<file path="config.mk">
export PLATFORM = sky130hd
export DESIGN_NAME = clock_page_replacement_core
export DESIGN_NICKNAME = d
export VERILOG_FILES = /design/src/sv/cpr_pkg.sv /design/src/sv/cpr_ctrl.sv /design/src/sv/cpr_dp.sv /design/src/sv/clock_page_replacement_core.sv
export VERILOG_INCLUDE_DIRS = /design/src /design/src/sv
export SDC_FILE = /design/constraint.sdc
export NUM_CORES = 1
export LEC_CHECK = 0
export BUFFER_PORTS_ARGS = -buffer_cell sky130_fd_sc_hd__buf_2
export CAP_MARGIN = 10
export CORE_AREA = 2 2 171 140
export CTS_CLUSTER_SIZE = 40
export DETAILED_ROUTE_END_ITERATION = 7
export DIE_AREA = 0 0 173 142
export GPL_TIMING_DRIVEN = 0
export PLACE_DENSITY = 0.88
export SLEW_MARGIN = 15
export SYNTH_ARGS = -nofsm -noshare
export SYNTH_HDL_FRONTEND = slang
export SYNTH_HIERARCHICAL = 1
export SYNTH_SLANG_ARGS = --single-unit
</file>
<file path="constraint.sdc">
create_clock -name clk -period 8.3 [get_ports clk]
set_clock_uncertainty 0.1 [all_clocks]
set_input_delay 0.415 -clock clk [delete_from_list [all_inputs] [get_ports clk]]
set_output_delay 0.415 -clock clk [all_outputs]
set_load 0.01 [all_outputs]
</file>
<file path="src/sv/assert_macros.svh">
// Assertion macros for the RTL files that check their own logic.
`ifndef ASSERT_MACROS_SVH
`define ASSERT_MACROS_SVH

// Implication or plain property, checked on every rising edge outside reset.
`define CPR_ASSERT(lbl, clk_s, rstn_s, prop) \
  lbl: assert property (@(posedge clk_s) disable iff (!rstn_s) prop) \
    else $error("assertion failed");

// Property that must hold in the cycle after the trigger.
`define CPR_ASSERT_NEXT(lbl, clk_s, rstn_s, trig, cons) \
  lbl: assert property (@(posedge clk_s) disable iff (!rstn_s) (trig) |=> (cons)) \
    else $error("assertion failed");

`endif

</file>
<file path="src/sv/cpr_pkg.sv">
// Shared constants and controller/datapath interface types for the clock replacement core.
package cpr_pkg;

  localparam int FRAMES    = 8;
  localparam int PAGE_BITS = 16;
  localparam int FIDX_W    = (FRAMES > 1) ? $clog2(FRAMES) : 1;
  localparam int CNT_W     = $clog2(FRAMES + 1);
  localparam int AF_W      = 4;
  localparam int PN_W      = 16;
  localparam int FI_W      = 3;
  localparam int FC_W      = 32;

  typedef struct packed {
    logic load;
    logic lookup;
    logic sweep;
    logic emit;
  } cpr_cmd_t;

  typedef struct packed {
    logic hit;
    logic ref_set;
  } cpr_sts_t;

endpackage

</file>
<file path="src/sv/cpr_ctrl.sv">
// Sequencer for one page reference: accept, lookup, clock sweep, result hand-off.
module cpr_ctrl (
  input  logic              clk,
  input  logic              rst_n,
  input  logic              in_valid,
  output logic              in_ready,
  input  logic              out_free,
  input  cpr_pkg::cpr_sts_t sts,
  output cpr_pkg::cpr_cmd_t cmd
);

  typedef enum logic [3:0] {
    S_IDLE  = 4'b0001,
    S_LOOK  = 4'b0010,
    S_SWEEP = 4'b0100,
    S_DONE  = 4'b1000
  } state_t;

  state_t state_r, state_nxt;

  always_comb begin
    state_nxt = state_r;
    cmd       = '0;
    in_ready  = 1'b0;
    unique case (state_r)
      S_IDLE: begin
        in_ready = 1'b1;
        if (in_valid) begin
          cmd.load  = 1'b1;
          state_nxt = S_LOOK;
        end
      end
      S_LOOK: begin
        cmd.lookup = 1'b1;
        state_nxt  = sts.hit ? S_DONE : S_SWEEP;
      end
      S_SWEEP: begin
        cmd.sweep = 1'b1;
        if (!sts.ref_set) begin
          state_nxt = S_DONE;
        end
      end
      S_DONE: begin
        if (out_free) begin
          cmd.emit  = 1'b1;
          state_nxt = S_IDLE;
        end
      end
      default: begin
        state_nxt = S_IDLE;
      end
    endcase
  end

  always_ff @(posedge clk) begin
    if (!rst_n) begin
      state_r <= S_IDLE;
    end else begin
      state_r <= state_nxt;
    end
  end

endmodule

</file>
<file path="src/sv/cpr_dp.sv">
// Frame table, clock hand, fault counter and result registers.
module cpr_dp (
  input  logic                              clk,
  input  logic                              rst_n,
  input  cpr_pkg::cpr_cmd_t                 cmd,
  output cpr_pkg::cpr_sts_t                 sts,
  input  logic [cpr_pkg::CNT_W-1:0]         n_use,
  input  logic [cpr_pkg::PN_W-1:0]          in_page_number,
  output logic                              out_hit,
  output logic [cpr_pkg::FI_W-1:0]          out_frame_index,
  output logic                              out_evicted_valid,
  output logic [cpr_pkg::PN_W-1:0]          out_evicted_page,
  output logic [cpr_pkg::FC_W-1:0]          out_faults_so_far
);

  localparam int FR  = cpr_pkg::FRAMES;
  localparam int PB  = cpr_pkg::PAGE_BITS;
  localparam int FW  = cpr_pkg::FIDX_W;
  localparam int CW  = cpr_pkg::CNT_W;

  logic [PB-1:0] page_r, page_nxt;
  logic [PB-1:0] fpage_r [FR];
  logic [PB-1:0] fpage_nxt [FR];
  logic [FR-1:0] fvalid_r, fvalid_nxt;
  logic [FR-1:0] ref_r, ref_nxt;
  logic [FW-1:0] hand_r, hand_nxt;
  logic [cpr_pkg::FC_W-1:0] fault_r, fault_nxt;

  logic          res_hit_r, res_hit_nxt;
  logic [FW-1:0] res_slot_r, res_slot_nxt;
  logic          res_ev_r, res_ev_nxt;
  logic [PB-1:0] res_evp_r, res_evp_nxt;

  logic                     o_hit_r, o_hit_nxt;
  logic [cpr_pkg::FI_W-1:0] o_idx_r, o_idx_nxt;
  logic                     o_ev_r, o_ev_nxt;
  logic [cpr_pkg::PN_W-1:0] o_evp_r, o_evp_nxt;
  logic [cpr_pkg::FC_W-1:0] o_flt_r, o_flt_nxt;

  logic          hit;
  logic [FW-1:0] slot;
  logic [FW-1:0] hand_eff;

  function automatic logic [FW-1:0] next_frame(input logic [FW-1:0] f,
                                               input logic [CW-1:0] n);
    logic [CW-1:0] s;
    s = CW'(f) + CW'(1);
    return (s >= n) ? '0 : FW'(s);
  endfunction

  assign hand_eff = (CW'(hand_r) >= n_use) ? '0 : hand_r;

  always_comb begin
    hit  = 1'b0;
    slot = '0;
    for (int i = FR - 1; i >= 0; i--) begin
      if (fvalid_r[i] && (fpage_r[i] == page_r) && (32'(i) < 32'(n_use))) begin
        hit  = 1'b1;
        slot = FW'(i);
      end
    end
  end

  assign sts.hit     = hit;
  assign sts.ref_set = ref_r[hand_r];

  always_comb begin
    page_nxt     = page_r;
    fpage_nxt    = fpage_r;
    fvalid_nxt   = fvalid_r;
    ref_nxt      = ref_r;
    hand_nxt     = hand_r;
    fault_nxt    = fault_r;
    res_hit_nxt  = res_hit_r;
    res_slot_nxt = res_slot_r;
    res_ev_nxt   = res_ev_r;
    res_evp_nxt  = res_evp_r;
    o_hit_nxt    = o_hit_r;
    o_idx_nxt    = o_idx_r;
    o_ev_nxt     = o_ev_r;
    o_evp_nxt    = o_evp_r;
    o_flt_nxt    = o_flt_r;

    if (cmd.load) begin
      page_nxt = PB'(in_page_number);
    end

    if (cmd.lookup) begin
      if (hit) begin
        ref_nxt[slot] = 1'b1;
        hand_nxt      = next_frame(slot, n_use);
        res_hit_nxt   = 1'b1;
        res_slot_nxt  = slot;
        res_ev_nxt    = 1'b0;
        res_evp_nxt   = '0;
      end else begin
        hand_nxt = hand_eff;
      end
    end

    if (cmd.sweep) begin
      if (ref_r[hand_r]) begin
        ref_nxt[hand_r] = 1'b0;
        hand_nxt        = next_frame(hand_r, n_use);
      end else begin
        res_hit_nxt       = 1'b0;
        res_slot_nxt      = hand_r;
        res_ev_nxt        = fvalid_r[hand_r];
        res_evp_nxt       = fvalid_r[hand_r] ? fpage_r[hand_r] : '0;
        fpage_nxt[hand_r] = page_r;
        fvalid_nxt[hand_r] = 1'b1;
        ref_nxt[hand_r]   = 1'b1;
        hand_nxt          = next_frame(hand_r, n_use);
        fault_nxt         = (fault_r == '1) ? fault_r : fault_r + cpr_pkg::FC_W'(1);
      end
    end

    if (cmd.emit) begin
      o_hit_nxt = res_hit_r;
      o_idx_nxt = cpr_pkg::FI_W'(res_slot_r);
      o_ev_nxt  = res_ev_r;
      o_evp_nxt = cpr_pkg::PN_W'(res_evp_r);
      o_flt_nxt = fault_r;
    end
  end

  always_ff @(posedge clk) begin
    if (!rst_n) begin
      fvalid_r <= '0;
      ref_r    <= '0;
      hand_r   <= '0;
      fault_r  <= '0;
    end else begin
      fvalid_r <= fvalid_nxt;
      ref_r    <= ref_nxt;
      hand_r   <= hand_nxt;
      fault_r  <= fault_nxt;
    end
  end

  always_ff @(posedge clk) begin
    page_r     <= page_nxt;
    fpage_r    <= fpage_nxt;
    res_hit_r  <= res_hit_nxt;
    res_slot_r <= res_slot_nxt;
    res_ev_r   <= res_ev_nxt;
    res_evp_r  <= res_evp_nxt;
    o_hit_r    <= o_hit_nxt;
    o_idx_r    <= o_idx_nxt;
    o_ev_r     <= o_ev_nxt;
    o_evp_r    <= o_evp_nxt;
    o_flt_r    <= o_flt_nxt;
  end

  assign out_hit           = o_hit_r;
  assign out_frame_index   = o_idx_r;
  assign out_evicted_valid = o_ev_r;
  assign out_evicted_page  = o_evp_r;
  assign out_faults_so_far = o_flt_r;

endmodule

</file>
<file path="src/sv/clock_page_replacement_core.sv">
// Top level of the clock (second-chance) page replacement core.
//
//  channel  direction  handshake            payload
//  in_      input      in_valid/in_ready    in_page_number
//  out_     output     out_valid/out_ready  hit, frame_index, evicted_valid/page, faults
//  cfg      APB write  psel/penable/pready  active_frames at address 0
//
// A hit runs from accept to the next accept through accept, lookup, hand-off.
// A miss runs through accept, lookup, k sweep steps that each clear one reference
// bit, one placement step, hand-off; k runs from 0 to the active frame count.
// Reset: all frames empty, hand at 0, fault count 0, active frames 8.
// A result held by out_ready low stays in the output register; the next item
// is still accepted and its result waits until the register is free.
`include "assert_macros.svh"

module clock_page_replacement_core (
  input  logic                              clk,
  input  logic                              rst_n,
  input  logic                              in_valid,
  output logic                              in_ready,
  input  logic [cpr_pkg::PN_W-1:0]          in_page_number,
  output logic                              out_valid,
  input  logic                              out_ready,
  output logic                              out_hit,
  output logic [cpr_pkg::FI_W-1:0]          out_frame_index,
  output logic                              out_evicted_valid,
  output logic [cpr_pkg::PN_W-1:0]          out_evicted_page,
  output logic [cpr_pkg::FC_W-1:0]          out_faults_so_far,
  input  logic                              psel,
  input  logic                              penable,
  input  logic                              pwrite,
  input  logic [1:0]                        paddr,
  input  logic [31:0]                       pwdata,
  output logic [31:0]                       prdata,
  output logic                              pready
);

  localparam int CW = cpr_pkg::CNT_W;

  logic [cpr_pkg::AF_W-1:0] af_r, af_nxt;
  logic                     out_valid_r, out_valid_nxt;
  logic [CW-1:0]            n_use;
  logic                     out_free;
  cpr_pkg::cpr_cmd_t        cmd;
  cpr_pkg::cpr_sts_t        sts;

  assign pready = 1'b1;
  assign prdata = 32'(af_r);

  always_comb begin
    af_nxt = af_r;
    if (psel && penable && pwrite && (paddr == 2'd0)) begin
      af_nxt = pwdata[cpr_pkg::AF_W-1:0];
    end
  end

  always_comb begin
    if (af_r == '0) begin
      n_use = CW'(1);
    end else if (32'(af_r) > 32'(cpr_pkg::FRAMES)) begin
      n_use = CW'(cpr_pkg::FRAMES);
    end else begin
      n_use = CW'(af_r);
    end
  end

  assign out_free = !out_valid_r || out_ready;

  always_comb begin
    out_valid_nxt = out_valid_r;
    if (out_ready) begin
      out_valid_nxt = 1'b0;
    end
    if (cmd.emit) begin
      out_valid_nxt = 1'b1;
    end
  end

  always_ff @(posedge clk) begin
    if (!rst_n) begin
      af_r        <= 4'd8;
      out_valid_r <= 1'b0;
    end else begin
      af_r        <= af_nxt;
      out_valid_r <= out_valid_nxt;
    end
  end

  assign out_valid = out_valid_r;

  cpr_ctrl u_ctrl (
    .clk      (clk),
    .rst_n    (rst_n),
    .in_valid (in_valid),
    .in_ready (in_ready),
    .out_free (out_free),
    .sts      (sts),
    .cmd      (cmd)
  );

  cpr_dp u_dp (
    .clk               (clk),
    .rst_n             (rst_n),
    .cmd               (cmd),
    .sts               (sts),
    .n_use             (n_use),
    .in_page_number    (in_page_number),
    .out_hit           (out_hit),
    .out_frame_index   (out_frame_index),
    .out_evicted_valid (out_evicted_valid),
    .out_evicted_page  (out_evicted_page),
    .out_faults_so_far (out_faults_so_far)
  );

  `CPR_ASSERT(a_hit_no_evict, clk, rst_n, (out_valid && out_hit) |-> !out_evicted_valid)
  `CPR_ASSERT(a_evp_zero, clk, rst_n, (out_valid && !out_evicted_valid) |-> (out_evicted_page == '0))
  `CPR_ASSERT(a_miss_counted, clk, rst_n, (out_valid && !out_hit) |-> (out_faults_so_far != '0))
  `CPR_ASSERT_NEXT(a_one_at_a_time, clk, rst_n, in_valid && in_ready, !in_ready)

endmodule
</file>
Yosys cells after proc, flatten, opt, wreduce, memory -nomap -nowiden
Cells that the tools add are included.

Logic and storage cells: 176. Register bits after elaboration: 278. Output and inout bits: 88.

$lt $le $gt $ge: 18. Bitwise logic cells: 8. Add/subtract/negate cells: 3. Eq/ne operators: 16. Reductions and logical operators: 33. Multiplexer cells: 73.

Operator list (number): $bwmux 128 (1); $eq 16x16->1 (8); $mux 16 (8); $mux 3 (18); $bmux 16 s3 (1); $demux 16 s3 (1); $add 32x1->32 const B (1); $eq 32x32->1 const B (1); $mux 8 (4); $mux 1 (29); $mux 4 (6); $or 8x8->8 (3); $logic_and 1x1->1 (22); $lt 3x4->1 const A (4); $pmux 4 s4 (1); $add 3x1->4 const B (2); $and 8x8->8 (1); $ge 4x4->1 (2); $lt 1x4->1 const A (2); $lt 2x4->1 const A (2); $lt 3x4->1 const B (2); $not 8->8 (1); $bmux 1 s3 (2); $demux 1 s3 (2); other kinds (20) (27).

Logic depth before layout (Yosys ltp)
Gate-level depths: netlist of run 1.

Depth after elaboration: 23. Mapped depth: 21. Depth with buffers taken out: 21.

Modules after synthesis
The synthesis of run 1 kept the hierarchy.

By module, submodules not included: cpr_dp (area an instance 12112.9 µm², times used 1, cells an instance 961); clock_page_replacement_core (area an instance 476.7 µm², times used 1, cells an instance 60); cpr_ctrl (area an instance 245.2 µm², times used 1, cells an instance 26).

Least setup slack after synthesis of run 1
Ideal clock, no wire load.

Kind: register to register. Start: register u_ctrl.state_r[2]. End: register u_dp.o_evp_r, in the netlist u_dp/out_evicted_page[0], enable pin. Cell stages (with the launch flop): 3. Setup time: 598 ps. Data arrival time: 5692 ps. Slack: 1910 ps. Period minus slack after synthesis: 6390 ps. Buffers on the path: 1. Cell sequence: dfxtp_1 > buf_2 > nor4_1.

RTL lines: from (decl) (line cpr_ctrl.sv:19) `state_t state_r, state_nxt;`; from (signal assigned) (line cpr_ctrl.sv:59) `state_r <= state_nxt;`; to (signal assigned) (line cpr_dp.sv:151) `o_evp_r <= o_evp_nxt;`; to (decl) (line cpr_dp.sv:37) `logic [cpr_pkg::PN_W-1:0] o_evp_r, o_evp_nxt;`.

Final worst setup path of run 1
Start: register u_dp.page_r[8]. End: register u_dp.hand_r[0].

Longest elaborated chain between the ends: 17. Elaborated cells on any way between the ends: 48. Those cells by class: 1 x add/sub; 1 x order compare; 8 x eq/ne; 20 x mux; 18 x reduce/logical.

Ends and longest elaborated chain: from (decl) (line cpr_dp.sv:21) `logic [PB-1:0] page_r, page_nxt;`; from (signal assigned) (line cpr_dp.sv:142) `page_r <= page_nxt;`; $eq 16x16->1 (line cpr_dp.sv:57) `if (fvalid_r[i] && (fpage_r[i] == page_r) && (32'(i) < 32'(n_use))) begin`; $logic_and 1x1->1 (2 in series) (line cpr_dp.sv:57); $mux 3 (8 in series) (line cpr_dp.sv:57); $add 3x1->4 (line cpr_dp.sv:47) `s = CW'(f) + CW'(1);`; $ge 4x4->1 (line cpr_dp.sv:48) `return (s >= n) ? '0 : FW'(s);`; $mux 3 (line cpr_dp.sv:48); $mux 3 (line cpr_dp.sv:89) `if (hit) begin`; $mux 3 (line cpr_dp.sv:88) `if (cmd.lookup) begin`; $mux 3 (line cpr_dp.sv:101) `if (cmd.sweep) begin`; to (signal assigned) (line cpr_dp.sv:136) `hand_r <= hand_nxt;`; to (decl) (line cpr_dp.sv:26) `logic [FW-1:0] hand_r, hand_nxt;`.

Parallel ways exist; a longest one is shown, timed or not. The select of a mux whose other input is x is not followed. A chain may end at the register's enable or synchronous reset.

==> qor.txt, run 1 <==
outcome - completed
critical path class - reg2reg
Initial Utilization - 56.1%
Final Hold Vio Count - 0
CTS Root Cell - clkbuf_16
endpoints failing setup - 0
Pre-antenna DRT Iters - 6
Yosys top cell area share - 46.1%
Post-DRT Antenna Nets - 0
share of cells above drive strength 1 - 18.9%
Rows - 50
maxcap violations - 0
CP bufs+invs - 1
largest area contributor in the netlist - edfxtp_1
RR Startpoint - u_dp/page_r[8]
Worst-Skew Late Latency - 0.54 ns
Die Span Y - 142 microns
Post-synth EDFFs - 197
Worst Setup EP - u_dp/hand_r[0]
Worst Tran Pin Value - 1.29 ns
pwr/cell area - 200 nW/um^2
crit-path leading delay family - simple AND/OR/NAND/NOR gates
crit start category - flip-flop
post-place instance area - 13,900 sq um
Largest stage delay, worst path - 0.61 ns
RSZ-0062 raised after global routing - false
post-place setup slack - 3.48 ns
first-pass GRT wire length - 57.3 mm
worst-path maximum fanout - 9
diode count - 0
setup bufs post-CTS - 0
largest net degree at the start of global routing - 19
Worst VDD drop - 0.151 mV
asr flop ratio synth - 0%
I/O Pins - 145
Fmax - 203 MHz
Final Non-Filler Cells - 1,554
hold depth - 3
antenna violations before repair - 1
CP Data Required Time - 8.66 ns
CTS tree - built
setup slack, reg-to-reg - 3.38 ns
drt wl/cell - 25.1 microns
Seq/Total Area, Yosys - 58.7%
PortBufs - 87
Yosys cell types - 77
CP Data Arrival Time - 5.27 ns
CTS resizes - 0
Post-route DRC - 0
crit-path cells - buf_2, xnor2_1, nand4_1, or4_1, nor4_2, nand2b_1, a21oi_1, o21bai_1, a21oi_1, ha_1, a21bo_2, nand2_1, ha_1, nor2b_1, o21ai_0, nand2_1, or3b_1, a221oi_2
gpl congestion - 1.01
HP Class - in2reg
filler instances - 1,673
Total GRT Usage - 31.4%
Syn. warnings - 6
die footprint - 24,600 sq um
htree depth - 1
ys flop type - edfxtp_1
Syn-to-layout area delta - 17.1%
# nets final - 1,291
Worst Reg-to-Reg Cells - 18
post-route cell area - 15,000 sq um
fin crit share - 59.2%
Via Count - 9,787
Area contributors post-synth - edfxtp_1 46%, dfxtp_1 13%, xor2_1 6.8%
Post-CTS Hold Fix Bufs - 16
CORE AREA - 22,900 sq um
1st-iter DRT viols - 1,555
top-count cell post-synth - edfxtp_1
Die Width - 173 microns
Slew headroom - 14.0%
clock sinks - 278
Final Max Tran Viols - 0
setup ws final - 3.38 ns
CTS Buf Count - 28
Max clock buf depth - 3
GRT Residual Overflow - 0
slowest CP cell - edfxtp_1
flops & latches, synth - 278
post-synth design cell area - 12,800 sq um
vias in the first global route - 9,172
fin crit period - 4.92 ns
synthesized instance count - 1,047
Crit. Startpoint - u_dp/page_r[8]
Static Leak - 5.41 nW
drt total wl - 39.0 mm
Avg Inst Size Synth - 12.3 sq um
Worst-path clk slew - 0.06 ns
Post-DP HPWL - 28.5 mm
Crit Reg-Reg Endpoint - u_dp/hand_r[0]
Cells after DPL - 1,486
CP Capture Type - flip-flop
vias per inst - 6.30
critical path depth in cells - 18
top cells by count, synth - 197 x edfxtp_1, 100 x xor2_1, 81 x dfxtp_1
worst min-delay path by stage:
stage | to | from
after floorplan | u_dp/out_evicted_valid | u_dp/res_ev_r
after global placement | u_dp/out_evicted_page[11] | u_dp/res_evp_r[11]
after detailed placement | u_dp/out_faults_so_far[20] | u_dp/fault_r[20]
after CTS | af_r[0] | pwdata[0]
after global routing | af_r[0] | pwdata[0]
final | af_r[0] | pwdata[0]
registers in the layout (all words and copies together), names as in the netlist, 3 cells and up:
name,cells
u_dp/out_frame_index,3
u_dp/out_faults_so_far,32
af_r,4
u_ctrl/state_r,4
u_dp/fpage_r,128
u_dp/page_r,16
u_dp/hand_r,3
u_dp/out_evicted_page,16
u_dp/fault_r,32
u_dp/res_evp_r,16
u_dp/res_slot_r,3
u_dp/fvalid_r,8
u_dp/ref_r,8
kinds of logic (layout without fill, tap and decap cells):
family / after synthesis / count (layout) / share of synthesized area, %
simple gates: 323 / 323 / 14.0
flops: 278 / 278 / 58.7
compound gates: 166 / 166 / 9.85
fa+ha+maj: 14 / 14 / 1.36
other cells: 2 / 29 / 0.0585
buf+inv: 95 / 263 / 4.13
xor+xnor: 158 / 158 / 10.8
mux: 11 / 11 / 1.09
layer usage:
metal  GRT usage [%]  vias up  routed length, microns
met5               0        -                      11
met4            10.3        2                    1270
met3            10.4       83                    5930
met2            45.5      742                   16300
met1            44.6     4745                   15500
li1                -     4215                       -
stage by stage:
step	total power [W]	hold WS, ns	TNS, ns	util (%)
3_3_place_gp	0.00171	0.316	-4.14	60.1
2_1_floorplan	0.00165	0.308	0	-
3_5_place_dp	0.00171	0.318	0	60.7
4_1_cts	0.00300	0.0112	0	65.6
6_report	0.00300	0.0269	0	65.6
5_1_grt	0.00308	0.0205	0	65.6
power by group:
part	switching, W	total (W)	internal (W)
logic	0.000112	0.000175	0.0000637
registers	0.0000230	0.00152	0.00150
clock network	0.000531	0.00130	0.000771
tightest hold or removal path, stage by stage:
cell	delay, ns
buf_2	0.09
nand2_1	0.05
mux2i_1	0.06
final cells by class:
cell class,count,area [sq um],area share [%]
repair buffers,116,694,4.62
well taps,312,390,2.60
clock inverters,14,160,1.07
clock buffers,38,800,5.32
inverters,18,67.6,0.450
plain buffers,77,463,3.08
multi-input cells,701,4920,32.7
flip-flops and latches,278,7540,50.1
placed cells by master (no fill, tap or decap), drive strengths merged, types with 17 or more instances in the layout:
master	instances
a21o	17
a21oi	25
a221oi	20
a22oi	36
a31oi	19
buf	152
clkbuf	63
conb	29
dfxtp	81
edfxtp	197
inv	17
nand2	49
nand3	33
nand4	22
nor2	73
nor3	28
nor4	35
xnor2	58
xor2	100
Power figures use the tool's default switching activity.
==> run 2: changes to the inputs <==
--- a/config.mk
+++ b/config.mk
@@ -8,12 +8,12 @@
 export LEC_CHECK = 0
 export BUFFER_PORTS_ARGS = -buffer_cell sky130_fd_sc_hd__buf_2
 export CAP_MARGIN = 10
-export CORE_AREA = 2 2 171 140
+export CORE_AREA = 2 2 177 145
 export CTS_CLUSTER_SIZE = 40
 export DETAILED_ROUTE_END_ITERATION = 7
-export DIE_AREA = 0 0 173 142
+export DIE_AREA = 0 0 179 147
 export GPL_TIMING_DRIVEN = 0
-export PLACE_DENSITY = 0.88
+export PLACE_DENSITY = 0.86
 export SLEW_MARGIN = 15
 export SYNTH_ARGS = -nofsm -noshare
 export SYNTH_HDL_FRONTEND = slang
==> constraint.sdc (replaced) <==
create_clock -name clk -period 4.5 [get_ports clk]
set_clock_uncertainty 0.1 [all_clocks]
set_input_delay 0.225 -clock clk [delete_from_list [all_inputs] [get_ports clk]]
set_output_delay 0.225 -clock clk [all_outputs]
set_load 0.01 [all_outputs]
==> qor.txt, run 2 (synthesis results as in run 1) <==
first-pass GRT wire length - 56.5 mm
PortBufs - 87
Post-DP HPWL - 28.1 mm
I/O Pins - 145
HP Class - in2reg
Via Count - 9,788
CTS Buf Count - 27
endpoints failing setup - 2
vias per inst - 6.13
most frequent cells in the layout - 197 x edfxtp_1, 100 x xor2_1, 97 x buf_2, 80 x dfxtp_1, 71 x nor2_1
Final Max Tran Viols - 0
antenna violations before repair - 1
clock sinks - 278
Fmax - 221 MHz
Static Leak - 5.59 nW
Post-DRT Antenna Nets - 0
most flop-heavy register - u_dp/fpage_r
drt wl/cell - 24.3 microns
Total GRT Usage - 29.4%
Worst Tran Pin Value - 1.25 ns
Overall Power - 0.00528 W
vias in the first global route - 9,130
filler instances - 1,854
CP Capture Type - flip-flop
CTS Root Cell - clkbuf_16
Post-route DRC - 0
max reg flops - 128
post-route cell area - 15,400 sq um
Initial Utilization - 52.0%
maxcap violations - 0
Final Hold Vio Count - 0
Die Span Y - 147 microns
diode count - 0
share of cells above drive strength 1 - 21.0%
Die Width - 179 microns
Max clock buf depth - 3
commonest non-fill, non-tap cell in the layout - edfxtp_1
largest net degree at the start of global routing - 19
post-place instance area - 13,900 sq um
pwr/cell area - 342 nW/um^2
Worst-path clk slew - 0.06 ns
Pre-antenna DRT Iters - 6
die footprint - 26,300 sq um
drt total wl - 38.8 mm
GRT Residual Overflow - 0
# nets final - 1,325
failing checks - setup timing
outcome - finished with violations
fin crit share - 101%
CP Data Arrival Time - 4.92 ns
crit start category - flip-flop
critical path class - reg2reg
Worst-Skew Late Latency - 0.55 ns
CORE AREA - 24,700 sq um
Slew headroom - 16.8%
worst-path maximum fanout - 10
fin crit period - 4.53 ns
Syn-to-layout area delta - 20.2%
CTS tree - built
worst-case hold slack - 0.286 ns
post-place setup slack - -0.296 ns
1st-iter DRT viols - 1,472
Worst VDD drop - 0.259 mV
CP Data Required Time - 4.89 ns
setup ws final - -0.0311 ns
htree depth - 1
Rows - 52
gpl congestion - 1.03
-- run 2: cell type report --
class,instances,area [sq um],share of cell area [%]
timing repair buffer,151,1010,6.54
buffer,77,478,3.10
multi-input combinational,701,5120,33.2
tap,324,405,2.63
inverter,18,67.6,0.438
clock buffer,39,752,4.87
sequential,278,7540,48.9
clock inverter,10,56.3,0.365
-- run 2: final timing paths --
path,to,cells past startpoint,slack [ns],from
worst max register to register,u_dp/res_evp_r[7],9,-0.03,u_dp/hand_r[2]
worst min-delay path,u_dp/page_r[5],2,0.29,in_page_number[5]
worst max-delay path,u_dp/res_evp_r[7],9,-0.03,u_dp/hand_r[2]
worst min register to register,u_dp/out_evicted_page[10],0,0.33,u_dp/res_evp_r[10]
-- run 2: per-layer routing --
metal	part of all wire [%]	track usage, %
met5	0	0
met4	3.5	9.43
met3	14	8.98
met2	43	43.2
met1	39	41.7
-- run 2: critical path, stage by stage (launching register included) --
cell,delay (ns)
dfxtp_1,0.46
clkbuf_1,0.57
nand2_1,0.26
nor2_1,0.96
a22oi_1,0.26
a41o_1,0.25
clkbuf_1,0.30
clkbuf_1,0.49
a31oi_1,0.68
a21o_1,0.14
-- run 2: through the flow --
step / utilization (%) / TNS, ns / std cells
4_1_cts: 61.6 / 0 / 1585
5_1_grt: 62.6 / -0.0217 / 1598
2_1_floorplan: - / 0 / 1074
3_5_place_dp: 56.5 / -0.584 / 1497
6_report: 62.6 / -0.0509 / 1598
3_3_place_gp: 55.9 / -63.20 / 1485
-- run 2: report_power, final --
part | switching [W] | total [W] | internal (W)
sequential | 0.0000213 | 0.00279 | 0.00277
clock | 0.000944 | 0.00211 | 0.00116
combinational | 0.000240 | 0.000390 | 0.000150
-- run 2: repair_timing --
item,4_1_cts,5_1_grt
pin swaps,2,2
hold endpoints to repair,27,0
setup endpoints to repair,3,3
hold buffers,28,0
gates resized for setup,12,27
setup buffers,11,13
